**src/tlfl_pkg.sv**
```systemverilog
// shared types, constants and tables for the track length block
// no dependencies
`timescale 1ns / 1ps
`default_nettype none

package tlfl_pkg;

  localparam int FRAC_BITS         = 16;
  localparam int CORDIC_ITERATIONS = 24;
  localparam int SCALE_SH          = 30 - FRAC_BITS;
  localparam int COORD_W           = 18 + FRAC_BITS;

  localparam int MD_W    = 30;
  localparam int MAG_W   = 27;
  localparam int NUM_W   = 59;
  localparam int QUOT_W  = 31;
  localparam int DREM_W  = 30;
  localparam int ANGLE_W = 34;
  localparam int TRIG_W  = 32;
  localparam int Q_W     = 34;
  localparam int CNT_W   = 6;

  localparam int RAD_W   = 16;
  localparam int SEG_W   = 33;
  localparam int SUM_W   = 48;
  localparam int PCNT_W  = 32;

  localparam int ABS_W   = COORD_W;
  localparam int HALF_W  = (ABS_W + 1) / 2;
  localparam int PAD_W   = 2 * HALF_W;
  localparam int ACC_W   = 2 * PAD_W + 2;
  localparam int ROOT_W  = ACC_W / 2;

  // reciprocal estimate, remainder, two corrections
  localparam int DIV_STEPS  = 4;
  localparam int SQRT_STEPS = ROOT_W;

  localparam logic [RAD_W-1:0] RADIUS_RESET = RAD_W'(6378);
  localparam logic [31:0] PI_Q30 = 32'd3373259426;
  localparam logic signed [ANGLE_W-1:0] CORDIC_K = ANGLE_W'(652032874);
  localparam logic [DREM_W-1:0] DIV_CONST = DREM_W'(180000000);
  localparam logic [NUM_W-1:0] DIV_HALF = NUM_W'(90000000);
  localparam logic [31:0] DIV_RECIP = 32'((64'd1 << NUM_W) / 64'd180000000);

  localparam logic signed [MD_W-1:0] MD_90  = MD_W'(90000000);
  localparam logic signed [MD_W-1:0] MD_180 = MD_W'(180000000);
  localparam logic signed [MD_W-1:0] MD_360 = MD_W'(360000000);

  localparam logic [SEG_W-1:0]  SEG_MAX   = {SEG_W{1'b1}};
  localparam logic [SUM_W-1:0]  SUM_MAX   = {SUM_W{1'b1}};
  localparam logic [PCNT_W-1:0] PCNT_MAX  = {PCNT_W{1'b1}};

  typedef enum logic [3:0] {
    OP_NONE, OP_LOAD, OP_PREP, OP_MUL, OP_DIV, OP_CINIT, OP_CORDIC, OP_TSTORE,
    OP_TMUL, OP_SCALE, OP_DIFF, OP_SQ, OP_SINIT, OP_SQRT, OP_UPDATE
  } op_t;

  typedef enum logic [3:0] {
    S_IDLE, S_PREP, S_MUL, S_DIV, S_CINIT, S_CORDIC, S_TSTORE, S_TMUL,
    S_SCALE, S_DIFF, S_SQ, S_SINIT, S_SQRT, S_UPDATE
  } state_t;

  typedef struct packed {
    op_t        op;
    logic       sel;
    logic [4:0] step;
    logic [1:0] axis;
    logic [1:0] part;
  } cmd_t;

  typedef struct packed {
    logic out_busy;
  } status_t;

  // atan(2^-i) in q30
  function automatic logic signed [ANGLE_W-1:0] atan_q30(input logic [4:0] i);
    logic signed [ANGLE_W-1:0] v;
    case (i)
      5'd0:    v = ANGLE_W'(843314857);
      5'd1:    v = ANGLE_W'(497837829);
      5'd2:    v = ANGLE_W'(263043837);
      5'd3:    v = ANGLE_W'(133525159);
      5'd4:    v = ANGLE_W'(67021687);
      5'd5:    v = ANGLE_W'(33543516);
      5'd6:    v = ANGLE_W'(16775851);
      5'd7:    v = ANGLE_W'(8388437);
      5'd8:    v = ANGLE_W'(4194283);
      5'd9:    v = ANGLE_W'(2097149);
      5'd10:   v = ANGLE_W'(1048576);
      5'd31:   v = '0;
      default: v = ANGLE_W'(1) <<< (5'd30 - i);
    endcase
    return v;
  endfunction

endpackage

`default_nettype wire

```
**src/tlfl_ctrl.sv**
```systemverilog
// controller state machine sequencing the datapath per track point
// depends on tlfl_pkg
`timescale 1ns / 1ps
`default_nettype none

module tlfl_ctrl (
  input  wire logic             clk,
  input  wire logic             rst_n,
  input  wire logic             in_valid,
  output logic                  in_stall,
  input  wire tlfl_pkg::status_t status,
  output tlfl_pkg::cmd_t        cmd
);
  import tlfl_pkg::*;

  state_t           state_r, state_nxt;
  logic [CNT_W-1:0] cnt_r, cnt_nxt;
  logic             sel_r, sel_nxt;
  logic [1:0]       axis_r, axis_nxt;
  logic [1:0]       part_r, part_nxt;

  always_ff @(posedge clk) begin
    if (!rst_n) begin
      state_r <= S_IDLE;
      cnt_r   <= '0;
      sel_r   <= 1'b0;
      axis_r  <= '0;
      part_r  <= '0;
    end else begin
      state_r <= state_nxt;
      cnt_r   <= cnt_nxt;
      sel_r   <= sel_nxt;
      axis_r  <= axis_nxt;
      part_r  <= part_nxt;
    end
  end

  always_comb begin
    state_nxt = state_r;
    cnt_nxt   = cnt_r;
    sel_nxt   = sel_r;
    axis_nxt  = axis_r;
    part_nxt  = part_r;
    in_stall  = 1'b1;
    cmd.op    = OP_NONE;
    cmd.sel   = sel_r;
    cmd.step  = cnt_r[4:0];
    cmd.axis  = axis_r;
    cmd.part  = part_r;
    case (state_r)
      S_IDLE: begin
        in_stall = 1'b0;
        if (in_valid) begin
          cmd.op    = OP_LOAD;
          sel_nxt   = 1'b0;
          state_nxt = S_PREP;
        end
      end
      S_PREP: begin
        cmd.op    = OP_PREP;
        state_nxt = S_MUL;
      end
      S_MUL: begin
        cmd.op    = OP_MUL;
        cnt_nxt   = '0;
        state_nxt = S_DIV;
      end
      S_DIV: begin
        cmd.op  = OP_DIV;
        cnt_nxt = cnt_r + CNT_W'(1);
        if (cnt_r == CNT_W'(DIV_STEPS - 1)) begin
          state_nxt = S_CINIT;
        end
      end
      S_CINIT: begin
        cmd.op    = OP_CINIT;
        cnt_nxt   = '0;
        state_nxt = S_CORDIC;
      end
      S_CORDIC: begin
        cmd.op  = OP_CORDIC;
        cnt_nxt = cnt_r + CNT_W'(1);
        if (cnt_r == CNT_W'(CORDIC_ITERATIONS - 1)) begin
          state_nxt = S_TSTORE;
        end
      end
      S_TSTORE: begin
        cmd.op = OP_TSTORE;
        if (!sel_r) begin
          sel_nxt   = 1'b1;
          state_nxt = S_PREP;
        end else begin
          axis_nxt  = '0;
          state_nxt = S_TMUL;
        end
      end
      S_TMUL: begin
        cmd.op    = OP_TMUL;
        state_nxt = S_SCALE;
      end
      S_SCALE: begin
        cmd.op = OP_SCALE;
        if (axis_r == 2'd2) begin
          axis_nxt  = '0;
          state_nxt = S_DIFF;
        end else begin
          axis_nxt  = axis_r + 2'd1;
          state_nxt = S_TMUL;
        end
      end
      S_DIFF: begin
        cmd.op    = OP_DIFF;
        part_nxt  = '0;
        state_nxt = S_SQ;
      end
      S_SQ: begin
        cmd.op = OP_SQ;
        if (part_r == 2'd2) begin
          if (axis_r == 2'd2) begin
            state_nxt = S_SINIT;
          end else begin
            axis_nxt  = axis_r + 2'd1;
            state_nxt = S_DIFF;
          end
        end else begin
          part_nxt = part_r + 2'd1;
        end
      end
      S_SINIT: begin
        cmd.op    = OP_SINIT;
        cnt_nxt   = '0;
        state_nxt = S_SQRT;
      end
      S_SQRT: begin
        cmd.op  = OP_SQRT;
        cnt_nxt = cnt_r + CNT_W'(1);
        if (cnt_r == CNT_W'(SQRT_STEPS - 1)) begin
          state_nxt = S_UPDATE;
        end
      end
      S_UPDATE: begin
        if (!status.out_busy) begin
          cmd.op    = OP_UPDATE;
          state_nxt = S_IDLE;
        end
      end
      default: begin
        state_nxt = S_IDLE;
      end
    endcase
  end

endmodule

`default_nettype wire

```
**config.mk**
```make
export PLATFORM = sky130hd
export DESIGN_NAME = tlfl_ctrl
export DESIGN_NICKNAME = d
export VERILOG_FILES = /design/src/tlfl_pkg.sv /design/src/tlfl_ctrl.sv
export SDC_FILE = /design/constraint.sdc
export NUM_CORES = 1
export LEC_CHECK = 0
export BUFFER_PORTS_ARGS = -buffer_cell sky130_fd_sc_hd__buf_2
export CAP_MARGIN = 30
export CORE_MARGIN = 10
export CORE_UTILIZATION = 55
export DETAILED_ROUTE_END_ITERATION = 8
export PLACE_DENSITY = 0.78
export SYNTH_ARGS = -nofsm -noshare
export SYNTH_HDL_FRONTEND = slang
export SYNTH_SLANG_ARGS = --single-unit
```
**constraint.sdc**
```tcl
create_clock -name clk -period 2.1 [get_ports clk]
set_input_delay 0.21 -clock clk [delete_from_list [all_inputs] [get_ports clk]]
set_output_delay 0.21 -clock clk [all_outputs]
set_load 0.03 [all_outputs]
```
==> flow_metrics.env, run 1 <==
export IMPL_grtUsageTotal_pct=13.44
export IMPL_yosysSeqAreaShare_pct=24.34
export IMPL_worst_slew_pin_transition_ns=0.4901
export IMPL_post_drt_wl_per_cell_um=14.40
export IMPL_die_w_um=67.36
export IMPL_chipHeight_um=67.36
export IMPL_min_to="state_r[2]"
export IMPL_ys_ff_latch=15
export IMPL_insertedDiodeCount=0
export IMPL_cts_hold_buf=0
export IMPL_hold_viol_final=0
export IMPL_timing_rr_end="state_r[2]"
export IMPL_max_stage_delay_ns=0.33
export IMPL_die_area_um2=4537
export IMPL_path_max_fanout=21
export IMPL_grt_pass1_vias=1088
export IMPL_pwr_share_clk_pct=15.0
export IMPL_cp_slowest_cell="dfxtp_1"
export IMPL_synthDistinctLibCells=51
export IMPL_worst_r2r_setup_slack_ns=0.25
export IMPL_r2r_start="cnt_r[1]"
export IMPL_syn_num_nets=171
export IMPL_synth_cells=161
export IMPL_dr_total_vias=1152
export IMPL_synth_top_area_share_pct=24.34
export IMPL_drv_cap=0
export IMPL_io_buffer_count=18
export IMPL_dr_pass1_iters=4
export IMPL_core_um2=2170
export IMPL_totalWireLength_um=2851
export IMPL_clkTransAtPathRegs_ns=0.09
export IMPL_ios=19
export IMPL_first_iter_violations=53
export IMPL_power_density_nw_per_um2=895.4
export IMPL_ys_async_sr_fraction_pct=0
export IMPL_cts_tree="done"
export IMPL_fin_nets=181
export IMPL_p_sw_mw=0.5616
export IMPL_grt_max_degree=22
export IMPL_initial_core_util_pct=56.86
export IMPL_p_leak_nw=0.4986
export IMPL_synth_top_cell_by_area="dfxtp_1"
export IMPL_peakVddDrop_mv=0.4861
export IMPL_end_kind="primary output"
export IMPL_htree_num_levels=1
export IMPL_grt_ovfl_total=0
export IMPL_cts_buffers=3
export IMPL_vias_per_cell=5.818
export IMPL_clockBufferDepth=2
export IMPL_hold_path_class="primary input to register"
export IMPL_rsz0062_at_grt="no"
export IMPL_synthToLayoutAreaGrowth_pct=5.376
export IMPL_setup_viol=0
export IMPL_drive_gt1_share_pct=20.00
export IMPL_status="finished clean"
export IMPL_rr_worst_depth=5
export IMPL_fillers=236
export IMPL_hpwl_um=2095
export IMPL_p_seq_share_pct=33.3
export IMPL_grt_pass1_wl_um=4974
export IMPL_crit_chain="buf_4 -> nor2_1 -> a21oi_1 -> a21boi_0 -> buf_2"
export IMPL_synth_edff_count=0
export IMPL_drc_errors=0
export IMPL_post_cts_buffers=0
export IMPL_netlist_top_cells_area="dfxtp_1 24%, a21oi_1 6.1%, ha_1 6.1%"
export IMPL_power_mw=1.164
export IMPL_combPwrFrac_pct=51.7
export IMPL_synth_area_per_cell_um2=7.663
export IMPL_cp_required_ns=1.89
export IMPL_report_final_slew_viol_count=0
export IMPL_start_kind="register"
export IMPL_cts_root_buf="clkbuf_4"
export IMPL_grt_antenna_before_repair=0
export IMPL_clock_sinks=15
export IMPL_synth_ff_type="dfxtp_1"
export IMPL_hold_path_depth=2
export IMPL_p_sw_share_pct=48.24
export IMPL_postRouteAntennaNets=0
export IMPL_period_share_pct=89.58
export IMPL_syn_cell_area_um2=1234
export IMPL_fmax_ghz=0.5316
export IMPL_p_int_mw=0.6025
export IMPL_yosys_warnings=0
export IMPL_setup_tns_ns=0
export IMPL_hp_start="rst_n"
export IMPL_period_minus_slack_ns=1.881
export IMPL_synthTopCellsByCount="15 x a21oi_1, 15 x dfxtp_1, 15 x nor2_1, 10 x nand2_1"
export IMPL_critical_path_class="register to primary output"
export IMPL_clock_latency_ns=0.29
export IMPL_finClkSkew_ns=0.002800
export IMPL_cp_data_arrival_time_ns=1.67
export IMPL_rows=17
export IMPL_place_congestion=0.8354
export IMPL_relSlewSlack_pct=67.28
through the flow:
| step | instances | setup WS, ns | instance area, um^2 | util (%) | hold slack, ns |
|---|---|---|---|---|---|
| 2_1_floorplan | 161 | 0.1722 | 1234 | - | 0.3317 |
| 3_3_place_gp | 194 | 0.3262 | 1271 | 58.59 | 0.4610 |
| 3_5_place_dp | 194 | 0.2870 | 1271 | 58.59 | 0.4688 |
| 4_1_cts | 198 | 0.06681 | 1299 | 59.86 | 0.1728 |
| 5_1_grt | 198 | 0.08549 | 1300 | 59.92 | 0.1644 |
| 6_report | 198 | 0.2188 | 1300 | 59.92 | 0.1725 |
power groups by stage:
stage               Combinational, mW  Sequential, mW  Clock [mW]
floorplan                       0.549           0.339           0
global placement                0.589           0.387           0
detailed placement              0.600           0.390           0
CTS                             0.601           0.386       0.173
global route                    0.666           0.395       0.190
finish                          0.602           0.388       0.174
worst max-delay path, delay by kind of cell (launching register included):
kind / cells / cell delay [ns]
AND/OR/NAND/NOR: 1 / 0.12
AO/OA/AOI/OAI: 2 / 0.45
buffers and inverters: 2 / 0.48
flip-flops: 1 / 0.33
worst max-delay path by stage:
stage,start,to,slack (ns)
after floorplan,state_r[1],cmd[10],0.17
after global placement,cnt_r[1],state_r[2],0.33
after detailed placement,cnt_r[1],state_r[2],0.29
after CTS,state_r[3],cmd[10],0.07
after global routing,state_r[0],cnt_r[2],0.09
final,state_r[1],cmd[10],0.22
layer usage:
metal / routed length, um / share of wire [%] / vias to the layer above / global-route usage (%)
met2: 1390 / 49 / 21 / 22.39
met3: 147 / 5.2 / 4 / 2.975
met4: 32 / 1.1 / 0 / 4.872
met5: 0 / 0 / - / 0
met1: 1280 / 45 / 539 / 16.56
li1: - / - / 588 / -
cell usage in the layout (no fill, tap or decap), types with 2 or more instances in the layout:
master / count
ha_1: 6
dfxtp_2: 2
a21oi_1: 15
mux2i_1: 5
buf_2: 18
nand3_1: 5
nand2_1: 10
o22a_1: 2
clkbuf_4: 3
a211oi_1: 2
buf_4: 3
nand2b_1: 5
nor3_1: 3
and2b_1: 2
and2_1: 3
or2_1: 2
nor2b_1: 2
nor3b_1: 5
nor2_1: 15
o31ai_1: 2
o21ai_1: 3
o21ai_0: 7
or3_1: 2
dfxtp_1: 13
and3_1: 2
inv_1: 7
sequential cells by signal, summed over array words and instances, names as in the netlist:
register and count:
cnt_r 6, part_r 2, sel_r 1, state_r 4, axis_r 2
what timing repair did:
action,in CTS,in global routing
resized for setup,1,1
endpoints found under the setup margin,1,1
pin swaps,0,0
cell families (layout without fill, tap and decap cells):
kind of cell | count (synthesis) | in the layout | synth area share [%]
AND/OR/NAND/NOR | 62 | 62 | 27.08
AO/OA/AOI/OAI | 46 | 46 | 25.15
buffers and inverters | 25 | 34 | 11.87
flip-flops | 15 | 15 | 24.34
adder cells (fa/ha/maj) | 6 | 6 | 6.085
multiplexers | 5 | 5 | 4.057
XOR/XNOR | 2 | 2 | 1.420
cell type report:
cell class	instances	area, um^2	area share (%)
clock buffers	4	26.28	2.021
inverters	9	36.28	2.791
multi-input cells	121	787.0	60.54
flip-flops and latches	15	302.8	23.29
well taps	28	35.03	2.695
repair buffers	21	112.6	8.662
Note: power is estimated with default switching activity, not from simulation.
==> run 2: changes to the inputs <==
CORE_MARGIN = not set   (was 10)
TNS_END_PERCENT = 20   (was not set)
==> flow_metrics.env, run 2 (same netlist as run 1, synthesis figures left out) <==
export IMPL_p_leak_nw=0.5046
export IMPL_cp_data_arrival_time_ns=1.71
export IMPL_totalWireLength_um=2821
export IMPL_grt_max_degree=19
export IMPL_first_iter_violations=27
export IMPL_r2r_start="state_r[0]"
export IMPL_power_mw=1.176
export IMPL_cts_tree="done"
export IMPL_core_um2=2042
export IMPL_fin_nets=181
export IMPL_chipHeight_um=49.36
export IMPL_crit_buf_inv=2
export IMPL_dp_cells=193
export IMPL_drv_cap=0
export IMPL_final_cell_area_um2=1313
export IMPL_postRouteAntennaNets=0
export IMPL_combPwrFrac_pct=51.5
export IMPL_htree_num_levels=1
export IMPL_post_drt_wl_per_cell_um=14.32
export IMPL_startpoint="state_r[1]"
export IMPL_path_max_fanout=16
export IMPL_cts_root_buf="clkbuf_4"
export IMPL_power_density_nw_per_um2=896.1
export IMPL_cts_buffers=3
export IMPL_status="finished clean"
export IMPL_layout_commonest_cell="buf_2"
export IMPL_start_kind="register"
export IMPL_clock_latency_ns=0.28
export IMPL_pwr_share_clk_pct=14.0
export IMPL_cts_hold_buf=0
export IMPL_cp_required_ns=1.89
export IMPL_clockBufferDepth=2
export IMPL_cpLargestDelayFamily="flip-flops"
export IMPL_peakVddDrop_mv=0.6933
export IMPL_clkTransAtPathRegs_ns=0.09
export IMPL_grt_ovfl_total=0
export IMPL_period_minus_slack_ns=1.921
export IMPL_final_cells=197
export IMPL_clock_sinks=15
export IMPL_relSlewSlack_pct=66.90
export IMPL_end_kind="primary output"
export IMPL_p_int_mw=0.6086
export IMPL_p_seq_share_pct=34.5
export IMPL_insertedDiodeCount=0
export IMPL_grt_antenna_before_repair=0
export IMPL_vias_per_cell=6.025
export IMPL_layout_common_cells="18 x buf_2, 15 x a21oi_1, 15 x nor2_1"
export IMPL_hold_viol_final=0
export IMPL_hp_start="rst_n"
export IMPL_finClkSkew_ns=0.0009201
export IMPL_period_share_pct=91.47
export IMPL_dr_pass1_iters=4
export IMPL_place_congestion=0.9192
export IMPL_report_final_slew_viol_count=0
export IMPL_synthToLayoutAreaGrowth_pct=6.390
export IMPL_placed_area_um2=1282
export IMPL_p_sw_share_pct=48.25
export IMPL_critical_path_class="register to primary output"
export IMPL_cts_resized=0
export IMPL_grt_pass1_vias=1078
export IMPL_ios=19
export IMPL_max_stage_delay_ns=0.48
export IMPL_hold_path_class="primary input to register"
export IMPL_dr_total_vias=1187
export IMPL_hpwl_um=2109
export IMPL_crit_chain="buf_12 -> nor2_1 -> a21oi_1 -> a21boi_0 -> buf_2"
export IMPL_die_area_um2=2436
export IMPL_worst_slew_pin_transition_ns=0.4958
export IMPL_fmax_ghz=0.5206
export IMPL_setup_viol=0
export IMPL_die_w_um=49.36
export IMPL_top_regs="cnt_r (6), state_r (4)"
export IMPL_initial_core_util_pct=60.42
export IMPL_io_buffer_count=18
export IMPL_grt_pass1_wl_um=4767
export IMPL_grtUsageTotal_pct=24.98
export IMPL_post_cts_buffers=0
export IMPL_top_register="cnt_r"
export IMPL_rsz0062_at_grt="no"
export IMPL_drive_gt1_share_pct=20.59
export IMPL_p_sw_mw=0.5675
export IMPL_cp_slowest_cell="dfxtp_2"
export IMPL_setup_tns_ns=0
export IMPL_largest_register_ffs=6
export IMPL_drc_errors=0
export IMPL_rows=16
[run 2: final timing paths]
| path | cells after the start | endpoint | slack, ns |
|---|---|---|---|
| max | 5 | cmd[10] | 0.18 |
| min | 2 | state_r[2] | 0.19 |
| max reg2reg | 4 | state_r[1] | 0.26 |
| min reg2reg | 2 | part_r[0] | 0.49 |
[run 2: layout make-up]
type,instances,area (um^2)
multi-input cells,121,787.0
fillers,204,729.5
flip-flops and latches,15,302.8
repair buffers,21,125.1
inverters,9,36.28
well taps,27,33.78
clock buffers,3,22.52
clock inverters,1,5.005
[run 2: power by group through the flow]
stage                     logic [mW]  registers [mW]  clock network (mW)
after floorplan                0.549           0.339                   0
after global placement         0.586           0.400                   0
after detailed placement       0.598           0.403                   0
after CTS                      0.600           0.397               0.173
after global routing           0.664           0.412               0.183
final                          0.606           0.405               0.165
[run 2: worst reg2reg max path: stages, from the launching register on]
cell,delay [ns]
dfxtp_1,0.64
nand2b_1,0.24
o311ai_2,0.52
mux2i_1,0.25
and2_1,0.14
[run 2: layer usage]
layer / up-vias / part of all wire, % / track usage, %
met5: - / 0 / 0
met2: 44 / 49 / 42.92
met1: 555 / 44 / 30.73
li1: 586 / - / -
met4: 0 / 0.71 / 8.333
met3: 2 / 6.2 / 4.984
[run 2: stage by stage]
| stage | util [%] | worst slack, ns | hold slack (ns) |
|---|---|---|---|
| 2_1_floorplan | - | 0.1722 | 0.3317 |
| 5_1_grt | 64.28 | 0.03660 | 0.1882 |
| 3_3_place_gp | 62.81 | 0.3506 | 0.4551 |
| 3_5_place_dp | 62.81 | 0.3200 | 0.4757 |
| 4_1_cts | 64.15 | 0.04021 | 0.1841 |
| 6_report | 64.28 | 0.1792 | 0.1886 |
